===== config.mk =====
export PLATFORM = sky130hd
export DESIGN_NAME = sprite_frame_sequencer
export DESIGN_NICKNAME = d
export VERILOG_FILES = /design/src/sfs_pkg.sv /design/src/sfs_ram.sv /design/src/sprite_frame_sequencer.sv
export SDC_FILE = /design/constraint.sdc
export NUM_CORES = 2
export LEC_CHECK = 0
export BUFFER_PORTS_ARGS = -buffer_cell sky130_fd_sc_hd__buf_2
export CAP_MARGIN = 0
export CORE_MARGIN = 2
export CORE_UTILIZATION = 60
export CTS_CLUSTER_SIZE = 20
export DETAILED_ROUTE_END_ITERATION = 6
export PLACE_DENSITY = 0.76
export RECOVER_POWER = 25
export REMOVE_ABC_BUFFERS = 1
export SLEW_MARGIN = 10
export SYNTH_ARGS = -nofsm -noshare
export SYNTH_HDL_FRONTEND = slang
export SYNTH_HIERARCHICAL = 1
export SYNTH_SLANG_ARGS = --single-unit
export TNS_END_PERCENT = 100

===== constraint.sdc =====
create_clock -name clk -period 6.2 [get_ports clk]
set_input_delay 0.62 -clock clk [delete_from_list [all_inputs] [get_ports clk]]
set_output_delay 0.62 -clock clk [all_outputs]
set_load 0.02 [all_outputs]

===== src/sfs_pkg.sv =====
`default_nettype none
package sfs_pkg;

  // Default sizes
  localparam int MAX_FRAMES_DEF = 64;
  localparam int TIME_BITS_DEF  = 16;

  // Fixed field widths
  localparam int SLOT_W    = 6;
  localparam int DUR_W     = 16;
  localparam int INDEX_W   = 6;
  localparam int FCOUNT_W  = 7;
  localparam int RTIME_W   = 16;
  localparam int IN_DATA_W = 24;
  localparam int OUT_DATA_W = 8;
  localparam int CFG_ADDR_W = 4;
  localparam int CFG_DATA_W = 32;

  // Request kinds
  typedef enum logic [1:0] {
    REQ_TICK    = 2'd0,
    REQ_WRITE   = 2'd1,
    REQ_RESTART = 2'd2
  } req_kind_t;

  // Play modes
  typedef enum logic [1:0] {
    PLAY_LOOP       = 2'd0,
    PLAY_PING_PONG  = 2'd1,
    PLAY_HOLD_LAST  = 2'd2,
    PLAY_BACK_FIRST = 2'd3
  } play_mode_t;

  // Register indexes (byte address = 4 * index)
  typedef enum logic [1:0] {
    REG_PLAY_MODE    = 2'd0,
    REG_FRAME_COUNT  = 2'd1,
    REG_RESTART_TIME = 2'd2
  } reg_idx_t;

endpackage
`default_nettype wire


===== src/sfs_ram.sv =====
`default_nettype none
module sfs_ram #(
  parameter int WIDTH = 16,
  parameter int DEPTH = 64
) (
  input  wire logic                     clk,
  input  wire logic                     we,
  input  wire logic [$clog2(DEPTH)-1:0] waddr,
  input  wire logic [WIDTH-1:0]         wdata,
  input  wire logic [$clog2(DEPTH)-1:0] raddr,
  output logic      [WIDTH-1:0]         rdata
);

  logic [WIDTH-1:0] mem [DEPTH];

  // Write port and registered read port
  always_ff @(posedge clk) begin
    if (we) begin
      mem[waddr] <= wdata;
    end
    rdata <= mem[raddr];
  end

endmodule
`default_nettype wire


===== src/sprite_frame_sequencer.sv =====
`default_nettype none
// Animation frame sequencer. Each request on the in_ stream is a tick, a write of one
// frame's duration into the duration table, or a restart; each request gives exactly
// one result (frame index, running, forward) on the out_ stream. One request is taken
// every clock unless the output stage is full: the per-request work is a short compare
// and increment between the state registers and the result register, and a two-entry
// output stage keeps in_tready high while one result waits. The duration table sits in
// a RAM that is read every clock at the address of the frame that will be shown next,
// with a bypass for a write to that same frame, so a tick always sees the current
// frame's duration. The table is not cleared by reset: write the duration of every
// frame that will be shown before ticking. Write the cfg_ registers only while idle.
module sprite_frame_sequencer #(
  parameter int MAX_FRAMES = sfs_pkg::MAX_FRAMES_DEF,
  parameter int TIME_BITS  = sfs_pkg::TIME_BITS_DEF
) (
  input  wire logic                            clk,
  input  wire logic                            rst_n,
  // Request stream
  input  wire logic                            in_tvalid,
  output logic                                 in_tready,
  // [5:0] frame_slot, [21:6] duration, [23:22] zero
  input  wire logic [sfs_pkg::IN_DATA_W-1:0]   in_tdata,
  // [1:0] mode
  input  wire logic [1:0]                      in_tuser,
  // Result stream
  output logic                                 out_tvalid,
  input  wire logic                            out_tready,
  // [5:0] frame_index, [6] running, [7] forward
  output logic      [sfs_pkg::OUT_DATA_W-1:0]  out_tdata,
  // Configuration port
  input  wire logic                            cfg_psel,
  input  wire logic                            cfg_penable,
  input  wire logic                            cfg_pwrite,
  input  wire logic [sfs_pkg::CFG_ADDR_W-1:0]  cfg_paddr,
  input  wire logic [sfs_pkg::CFG_DATA_W-1:0]  cfg_pwdata,
  output logic      [sfs_pkg::CFG_DATA_W-1:0]  cfg_prdata,
  output logic                                 cfg_pready
);

  localparam int FW  = $clog2(MAX_FRAMES);
  localparam int CW  = $clog2(MAX_FRAMES + 1);
  localparam int NW  = (CW > sfs_pkg::FCOUNT_W) ? CW : sfs_pkg::FCOUNT_W;
  localparam int EW  = TIME_BITS + 1;
  localparam int RW  = (EW > sfs_pkg::RTIME_W) ? EW : sfs_pkg::RTIME_W;
  localparam logic [EW-1:0] ELAPSED_MAX = {EW{1'b1}};

  // Configuration registers
  logic [1:0]                     play_mode_r;
  logic [sfs_pkg::FCOUNT_W-1:0]   frame_count_r;
  logic [sfs_pkg::RTIME_W-1:0]    restart_time_r;
  logic                           cfg_wr;
  sfs_pkg::reg_idx_t              cfg_idx;

  // Sequencer state
  logic [FW-1:0] frame_r, frame_nxt;
  logic          fwd_r, fwd_nxt;
  logic          run_r, run_nxt;
  logic [EW-1:0] elapsed_r, elapsed_nxt;

  // Duration table access
  logic                 wr_en;
  logic [FW-1:0]        wr_addr;
  logic [TIME_BITS-1:0] wr_data;
  logic [FW-1:0]        rd_addr;
  logic [TIME_BITS-1:0] ram_rdata;
  logic                 byp_hit_r;
  logic [TIME_BITS-1:0] byp_data_r;
  logic [TIME_BITS-1:0] cur_dur;

  // Request fields
  logic                        in_fire;
  logic [1:0]                  in_mode;
  logic [sfs_pkg::SLOT_W-1:0]  in_slot;
  logic [sfs_pkg::DUR_W-1:0]   in_dur;
  logic                        slot_ok;

  // Step logic
  logic [CW-1:0] n_eff;
  logic [NW-1:0] fc_ext;
  logic [FW:0]   f_inc;
  logic [FW-1:0] n_m1, n_m2;
  logic [FW-1:0] adv_frame;
  logic          adv_fwd, adv_run;
  logic [EW-1:0] elapsed_inc;
  logic          dur_over, idle_over;

  // Output stage
  logic                           out_valid_r;
  logic [sfs_pkg::OUT_DATA_W-1:0] out_data_r;
  logic                           skid_valid_r;
  logic [sfs_pkg::OUT_DATA_W-1:0] skid_data_r;
  logic                           out_take;
  logic [sfs_pkg::OUT_DATA_W-1:0] res;

  // Configuration port
  assign cfg_pready = 1'b1;
  assign cfg_wr     = cfg_psel && cfg_penable && cfg_pwrite && cfg_pready;
  assign cfg_idx    = sfs_pkg::reg_idx_t'(cfg_paddr[3:2]);

  always_ff @(posedge clk) begin
    if (!rst_n) begin
      play_mode_r    <= sfs_pkg::PLAY_LOOP;
      frame_count_r  <= sfs_pkg::FCOUNT_W'(1);
      restart_time_r <= '0;
    end else if (cfg_wr) begin
      case (cfg_idx)
        sfs_pkg::REG_PLAY_MODE:    play_mode_r    <= cfg_pwdata[1:0];
        sfs_pkg::REG_FRAME_COUNT:  frame_count_r  <= cfg_pwdata[sfs_pkg::FCOUNT_W-1:0];
        sfs_pkg::REG_RESTART_TIME: restart_time_r <= cfg_pwdata[sfs_pkg::RTIME_W-1:0];
        default: ;
      endcase
    end
  end

  always_comb begin
    case (cfg_idx)
      sfs_pkg::REG_PLAY_MODE:    cfg_prdata = sfs_pkg::CFG_DATA_W'(play_mode_r);
      sfs_pkg::REG_FRAME_COUNT:  cfg_prdata = sfs_pkg::CFG_DATA_W'(frame_count_r);
      sfs_pkg::REG_RESTART_TIME: cfg_prdata = sfs_pkg::CFG_DATA_W'(restart_time_r);
      default:                   cfg_prdata = '0;
    endcase
  end

  // Unpack request
  assign in_tready = !skid_valid_r;
  assign in_fire   = in_tvalid && in_tready;
  assign in_mode   = in_tuser;
  assign in_slot   = in_tdata[5:0];
  assign in_dur    = in_tdata[21:6];
  assign slot_ok   = 32'(in_slot) < 32'(MAX_FRAMES);

  // Clamp frame count to 1..MAX_FRAMES
  assign fc_ext = NW'(frame_count_r);
  always_comb begin
    if (fc_ext == '0) begin
      n_eff = CW'(1);
    end else if (fc_ext > NW'(MAX_FRAMES)) begin
      n_eff = CW'(MAX_FRAMES);
    end else begin
      n_eff = CW'(fc_ext);
    end
  end

  assign n_m1  = FW'(n_eff - CW'(1));
  assign n_m2  = (n_eff >= CW'(2)) ? FW'(n_eff - CW'(2)) : '0;
  assign f_inc = {1'b0, frame_r} + (FW+1)'(1);

  // Next frame on an advance
  always_comb begin
    adv_frame = frame_r;
    adv_fwd   = fwd_r;
    adv_run   = run_r;
    if (fwd_r) begin
      if (f_inc >= (FW+1)'(n_eff)) begin
        case (play_mode_r)
          sfs_pkg::PLAY_LOOP: adv_frame = '0;
          sfs_pkg::PLAY_PING_PONG: begin
            adv_frame = n_m2;
            adv_fwd   = 1'b0;
          end
          sfs_pkg::PLAY_HOLD_LAST: begin
            adv_frame = n_m1;
            adv_run   = 1'b0;
          end
          default: begin
            adv_frame = '0;
            adv_run   = 1'b0;
          end
        endcase
      end else begin
        adv_frame = f_inc[FW-1:0];
      end
    end else if (frame_r == '0) begin
      case (play_mode_r)
        sfs_pkg::PLAY_LOOP: adv_frame = n_m1;
        sfs_pkg::PLAY_PING_PONG: begin
          adv_frame = (n_eff >= CW'(2)) ? FW'(1) : '0;
          adv_fwd   = 1'b1;
        end
        sfs_pkg::PLAY_HOLD_LAST: begin
          adv_frame = '0;
          adv_run   = 1'b0;
        end
        default: begin
          adv_frame = n_m1;
          adv_run   = 1'b0;
        end
      endcase
    end else begin
      adv_frame = frame_r - FW'(1);
      if ((FW+1)'(adv_frame) >= (FW+1)'(n_eff)) begin
        adv_frame = n_m1;
      end
    end
  end

  // Saturating count and thresholds
  assign elapsed_inc = (elapsed_r == ELAPSED_MAX) ? elapsed_r : elapsed_r + EW'(1);
  assign cur_dur     = byp_hit_r ? byp_data_r : ram_rdata;
  assign dur_over    = elapsed_inc > EW'(cur_dur);
  assign idle_over   = (restart_time_r != '0) && (RW'(elapsed_inc) > RW'(restart_time_r));

  // Apply one request
  always_comb begin
    frame_nxt   = frame_r;
    fwd_nxt     = fwd_r;
    run_nxt     = run_r;
    elapsed_nxt = elapsed_r;
    wr_en       = 1'b0;
    if (in_fire) begin
      case (in_mode)
        sfs_pkg::REQ_TICK: begin
          elapsed_nxt = elapsed_inc;
          if (run_r) begin
            if (dur_over) begin
              elapsed_nxt = '0;
              frame_nxt   = adv_frame;
              fwd_nxt     = adv_fwd;
              run_nxt     = adv_run;
            end
          end else if (idle_over) begin
            frame_nxt = '0;
            fwd_nxt   = 1'b1;
            run_nxt   = 1'b1;
          end
        end
        sfs_pkg::REQ_WRITE: wr_en = slot_ok;
        sfs_pkg::REQ_RESTART: begin
          frame_nxt = '0;
          fwd_nxt   = 1'b1;
          run_nxt   = 1'b1;
        end
        default: ;
      endcase
    end
  end

  always_ff @(posedge clk) begin
    if (!rst_n) begin
      frame_r   <= '0;
      fwd_r     <= 1'b1;
      run_r     <= 1'b1;
      elapsed_r <= '0;
    end else begin
      frame_r   <= frame_nxt;
      fwd_r     <= fwd_nxt;
      run_r     <= run_nxt;
      elapsed_r <= elapsed_nxt;
    end
  end

  // Duration table: read the frame shown next, bypass a same-cycle write to it
  assign wr_addr = FW'(in_slot);
  assign wr_data = TIME_BITS'(in_dur);
  assign rd_addr = rst_n ? frame_nxt : '0;

  sfs_ram #(
    .WIDTH (TIME_BITS),
    .DEPTH (MAX_FRAMES)
  ) u_dur_ram (
    .clk   (clk),
    .we    (wr_en),
    .waddr (wr_addr),
    .wdata (wr_data),
    .raddr (rd_addr),
    .rdata (ram_rdata)
  );

  always_ff @(posedge clk) begin
    if (!rst_n) begin
      byp_hit_r <= 1'b0;
    end else begin
      byp_hit_r <= wr_en && (wr_addr == rd_addr);
    end
    byp_data_r <= wr_data;
  end

  // Result and two-entry output stage
  assign res      = {fwd_nxt, run_nxt, sfs_pkg::INDEX_W'(frame_nxt)};
  assign out_take = out_valid_r && out_tready;

  always_ff @(posedge clk) begin
    if (!rst_n) begin
      out_valid_r  <= 1'b0;
      skid_valid_r <= 1'b0;
    end else if (skid_valid_r) begin
      if (out_take) begin
        skid_valid_r <= 1'b0;
      end
    end else if (in_fire) begin
      if (out_valid_r && !out_take) begin
        skid_valid_r <= 1'b1;
      end else begin
        out_valid_r <= 1'b1;
      end
    end else if (out_take) begin
      out_valid_r <= 1'b0;
    end
  end

  always_ff @(posedge clk) begin
    if (skid_valid_r) begin
      if (out_take) begin
        out_data_r <= skid_data_r;
      end
    end else if (in_fire) begin
      if (out_valid_r && !out_take) begin
        skid_data_r <= res;
      end else begin
        out_data_r <= res;
      end
    end
  end

  assign out_tvalid = out_valid_r;
  assign out_tdata  = out_data_r;

endmodule
`default_nettype wire


## Word-level counts from Yosys, hierarchy flattened

Memory sizes are Yosys's and may differ from the RTL's. A register that Yosys moved wholly into a read port is not among the register bits.
Index checks and enable logic that the tools add are counted.

| word-level totals | value |
|---|---|
| memories | 1 |
| logic and storage cells | 117 |
| output and inout port bits | 43 |
| flip-flop bits (word level) | 85 |
| memory bits (writable) | 1024 |

| cells by class | value |
|---|---|
| reduce and logical (&&, ||, !) cells | 25 |
| equal/unequal tests | 11 |
| mux-type cells | 55 |
| bitwise operators | 1 |
| $add $sub $neg | 5 |
| $lt $le $gt $ge | 6 |

Memories:

| name | depth | width | rd ports | clocked after memory_dff | wr ports | line | source |
|---|---|---|---|---|---|---|---|
| u_dur_ram.mem | 64 | 16 | 1 | 1 | 1 | sfs_ram.sv:14 | `logic [WIDTH-1:0] mem [DEPTH];` |

Operators with widths:

| operator | number |
|---|---|
| 6-bit 2-to-1 mux | 10 |
| 17-bit 2-to-1 mux | 3 |
| 16-bit case mux with 3 select lines | 1 |
| 6-bit case mux with 2 select lines | 3 |
| 17-bit by 16-bit > comparator with 1-bit output | 2 |
| 8-bit 2-to-1 mux | 4 |
| 1-bit 2-to-1 mux | 29 |
| 17-bit by 1-bit adder with 17-bit output, second input constant | 1 |
| 17-bit equality test, second input constant | 1 |
| 16-bit 2-to-1 mux | 1 |
| 16-bit nonzero test | 1 |
| 7-bit 2-to-1 mux | 2 |
| 6-bit by 1-bit subtractor with 6-bit output, second input constant | 2 |
| 3-bit AND reduction | 3 |
| 2-bit AND reduction | 4 |
| 6-bit by 1-bit adder with 7-bit output, second input constant | 1 |
| 6-bit by 7-bit greater-or-equal comparator with 1-bit output | 1 |
| 7-bit by 2-bit greater-or-equal comparator with 1-bit output, second input constant | 1 |
| 7-bit greater-or-equal comparator | 1 |
| 7-bit > comparator, second input constant | 1 |
| 1-bit logical AND | 7 |
| 7-bit zero test | 1 |
| 2-bit by 1-bit equality test with 1-bit output, second input constant | 3 |
| 2-bit equality test, second input constant | 3 |
| other kinds (11) | 17 |

## Longest topological paths before layout

| logic depth | value |
|---|---|
| depth after elaboration | 15 |
| mapped depth | 28 |
| gate-level depth less buffers | 22 |

## By module

Netlist, hierarchy kept.

By module, submodules not included:

| module | area each (µm²) | times used | cells each |
|---|---|---|---|
| sfs_ram | 40042.2 | 1 | 1829 |
| sprite_frame_sequencer | 5863.1 | 1 | 686 |

## Worst setup path before layout

OpenSTA, ideal clock, no wires.

| timing path | value |
|---|---|
| kind | flip-flop to flip-flop |
| from | register elapsed_r[5] |
| to | register u_dur_ram.rdata[12], read port of u_dur_ram.mem |
| period minus slack after synthesis | 5589 ps |
| slack | 611 ps |
| arrival time | 5473 ps |
| required time | 6084 ps |
| setup time | 116 ps |
| stages on the path, launching flop included | 25 |
| cells stage by stage | dfxtp_1 nand4_1 nor3_2 nand3b_1 and4_1 and2_1 clkbuf_1 nand3_1 xnor2_1 ha_1 nand3_1 or4_1 or4_1 o211ai_1 nor2_1 o31ai_1 a21oi_1 nor2_1 buf_6 buf_6 buf_4 mux4_2 a22oi_1 nand3_1 and4_1 |

| between the ends | value |
|---|---|
| word-level cells in the longest chain between the ends | 9 |

Ends and longest elaborated chain:

| item | line | source |
|---|---|---|
| from (decl) | sprite_frame_sequencer.sv:58 | `logic [EW-1:0] elapsed_r, elapsed_nxt;` |
| from (signal assigned) | sprite_frame_sequencer.sv:248 | `elapsed_r <= elapsed_nxt;` |
| 17-bit by 1-bit adder with 17-bit output or 17-bit equality test (tied branches) | sprite_frame_sequencer.sv:198 | `assign elapsed_inc = (elapsed_r == ELAPSED_MAX) ? elapsed_r : elapsed_r + EW'(1);` |
| 17-bit 2-to-1 mux (*) | sprite_frame_sequencer.sv:198 |  |
| 17-bit by 16-bit > comparator with 1-bit output | sprite_frame_sequencer.sv:201 | `assign idle_over = (restart_time_r != '0) && (RW'(elapsed_inc) > RW'(restart_time_r));` |
| 1-bit logical AND | sprite_frame_sequencer.sv:201 |  |
| 6-bit 2-to-1 mux | sprite_frame_sequencer.sv:221 | `end else if (idle_over) begin` |
| 6-bit 2-to-1 mux (*) | sprite_frame_sequencer.sv:214 | `if (run_r) begin` |
| 6-bit case mux with 2 select lines (*) | sprite_frame_sequencer.sv:211 | `case (in_mode)` |
| 6-bit 2-to-1 mux (*) | sprite_frame_sequencer.sv:210 | `if (in_fire) begin` |
| 6-bit 2-to-1 mux (*) | -- |  |
| net rd_addr[0] | sprite_frame_sequencer.sv:64 | `logic [FW-1:0] rd_addr;` |
| to (decl) | sfs_ram.sv:11 | `output logic [WIDTH-1:0] rdata` |

Mark *: on every way through the listed nets, which the timed path passes. The rest lies on a longest branch.
A chain may end at the register's enable or synchronous reset.

## Worst setup path in the final report

| timing path | value |
|---|---|
| from | register elapsed_r[15] |
| to | register u_dur_ram.rdata[6], read port of u_dur_ram.mem |

The elaborated chain is that of the path after synthesis.

==> results.cfg <==
[run_status]
status = finished, violations left
failed_checks = max-capacitance violations, max-slew violations

[place]
dp_hpwl_um = 67000
port_buffers = 74
place.gp.congestion = 0.941
postPlaceCellArea_sq_um = 48700

[synthesis]
yosysSeqAreaShare_pct = 71.7
synth-main-ff-cell = edfxtp_1
netlist_top_cells_area = edfxtp_1 (68%), mux4_2 (11%), dfxtp_1 (3.7%)
synth_largest_area_cell = edfxtp_1
synth_top_area_share_pct = 68.0
yosysWarnings = 6
synth_compound_area_share_pct = 4.66
synth.cell_area_sq_um = 45900
synth_cell_types = 83
synth_top_family_by_area = multiplexers
yosys_register_bits = 1125
synth-edff-count = 1040
synth_mux_area_share_pct = 14.3
async_flop_share_pct = 0
synthCells = 2515
synth-simple-area-share_pct = 4.91
yosys.area_share.adder_pct = 1.44
yosysMostFrequentCell = edfxtp_1
synth_xor_area_share_pct = 0.420
synth_top_cells_by_count = edfxtp_1 (1040), mux4_2 (220), nand2_1 (129)
syn_avg_cell_area_sq_um = 18.3

[floorplanning]
rows = 101
dieArea_sq_um = 78700
die_x_um = 281
core_sq_um = 75800
boundaryPins = 112
die_y_um = 281
start_util_pct = 60.5

[sta]
setup_viol = 0
skew_ns = 0.0431
drv_slew = 1056
slew_headroom_pct = -127
hold_violations = 0
whs_ns = 0.181
period_minus_slack_ns = 6.19
max_freq_ghz = 0.162
tightest_slew_ns = 3.41
grt_setup_unrepaired = true
post-route-period-util_pct = 99.8

[final_layout]
layout-drive-gt1-share_pct = 27.9
fin_util_pct = 69.4
nNetsFinal = 2934
stdcell_area_sq_um = 52600
area_delta_synth_final_pct = 14.6

[detailed_routing]
drc = 0
first_pass_iters = 6
vias = 25400
avgRoutedWirePerCell_um = 28.6
drt_iter0_drc = 3352
viasPerCell = 6.55
antenna_left = 0
wirelength_um = 111000

[global_routing]
grt_usage_pct = 28.2
grt_pass1_wl_um = 162000
grt_pass1_vias = 25500
grt_use_met3_pct = 4.96
grt_remaining_overflow = 0
busiest_layer = met2
use_met2_pct = 46.7
grt_max_degree = 66
grtUsageMet1_pct = 37.5
antenna_found_initial = 1

[worst_setup_path]
end_kind = flip-flop
start_kind = flip-flop
worstPathArrival_ns = 6.74
critical_path_required_ns = 6.75
cp_max_fo = 21
crit_type = flip-flop to flip-flop

[clock_tree]
root_buffer = clkbuf_16
hold_buffers = 0
h-tree-depth = 3
cts_made_buffers = 107
path_clk_slew_ns = 0.06
cts.path.max_buffers = 3
cts_tree = built
cts_sinks = 1125
insertion_delay_ns = 0.68

[power_and_ir_drop]
powerDensity_nw_per_um2 = 286
peakVddDrop_v = 0.000282
p_leak_nw = 17.0

[flow_run]
maxCapViolations = 16

[hold_path]
hp-class = input pin to flip-flop
[state kept, by name, summed over array words and instances, names as in the netlist]
register and count:
skid_valid_r 1, byp_hit_r 1, run_r 1, frame_r 6
u_dur_ram/mem 1024, byp_data_r 16, u_dur_ram/rdata 16, play_mode_r 2
skid_data_r 8, fc_ext 7, fwd_r 1, out_tvalid 1
elapsed_r 17, restart_time_r 16, out_tdata 8
[final timing paths]
check	slack, ns	to	cells after the start	startpoint
worst min-delay path	0.18	skid_valid_r	2	out_tready
worst max-delay path	0.01	u_dur_ram/rdata[6]	25	elapsed_r[15]
worst min register to register	0.50	restart_time_r[14]	2	restart_time_r[14]
worst max register to register	0.01	u_dur_ram/rdata[6]	25	elapsed_r[15]
[final cells by class]
cell class	count	area, sq um
inverter	39	146
clock inverter	63	563
fill	4565	23200
timing repair buffer	324	2670
multi-input combinational	1215	12100
clock buffer	136	2930
antenna	1	2.50
sequential	1125	33000
tap	978	1220
[cell usage in the layout (no fill, tap or decap), drive strengths merged, types with 53 or more instances in the layout]
cell type and count:
nor2 120, nand2 130, a21oi 69, clkbuf 154, buf 306, ha 53, mux2i 112, dfxtp 85
mux4 224, edfxtp 1040
[critical path: stages, from the launching register on]
cell and delay (ns):
dfxtp_2 0.35, and4_1 0.23, and2_4 0.17, nand3b_1 0.13
and4_1 0.23, and2_4 0.20, nand4_1 0.14, xnor2_2 0.28
ha_1 0.30, nand4_1 0.14, nor4_1 0.07, a21boi_1 0.14
or4b_4 0.55, o211ai_1 0.29, nor2_1 0.12, o31ai_2 0.22
buf_4 0.16, a21oi_2 0.08, nor2_4 0.28, buf_12 0.22
buf_16 0.24, buf_12 0.17, mux4_1 0.57, mux2_2 0.36
a21oi_2 0.28, nor4_2 0.10
[logic make-up after synthesis]
family	Yosys count
flops	1125
simple gates	456
mux	372
compound gates	295
buf+inv	190
fa+ha+maj	53
xor+xnor	22
other cells	2
[repair_timing]
action | 4_1_cts | 5_1_grt
cloned | 1 | 2
endpoints found under the hold margin | 0 | 0
pin swaps | 5 | 15
endpoints found under the setup margin | 16 | 16
gates resized for setup | 10 | 54
buffers inserted | 2 | 16
[per-layer routing]
metal / vias up / wire, um / share of wire, %
met5: - / 0 / 0
met4: 0 / 4940 / 4.5
met3: 254 / 9190 / 8.3
met2: 1442 / 54700 / 49
met1: 13000 / 42200 / 38
li1: 10800 / - / -
[where the power goes]
group / switching, mW / internal [mW]
Sequential: 0.00866 / 8.32
Combinational: 0.219 / 0.0532
Clock: 2.80 / 3.65
[through the flow]
stage               setup slack (ns)  power (mW)  TNS (ns)  std cells
floorplan                     -19.36        8.55   -325.68       2379
detailed placement            -0.126        8.74     -1.13       3660
finish                        0.0115        15.1         0       3881
CTS                           0.0186        15.1         0       3862
global placement              0.0333        8.72         0       3660
global route                  -0.111        15.4     -1.33       3880
No activity file was read; power rests on OpenSTA's default activity.
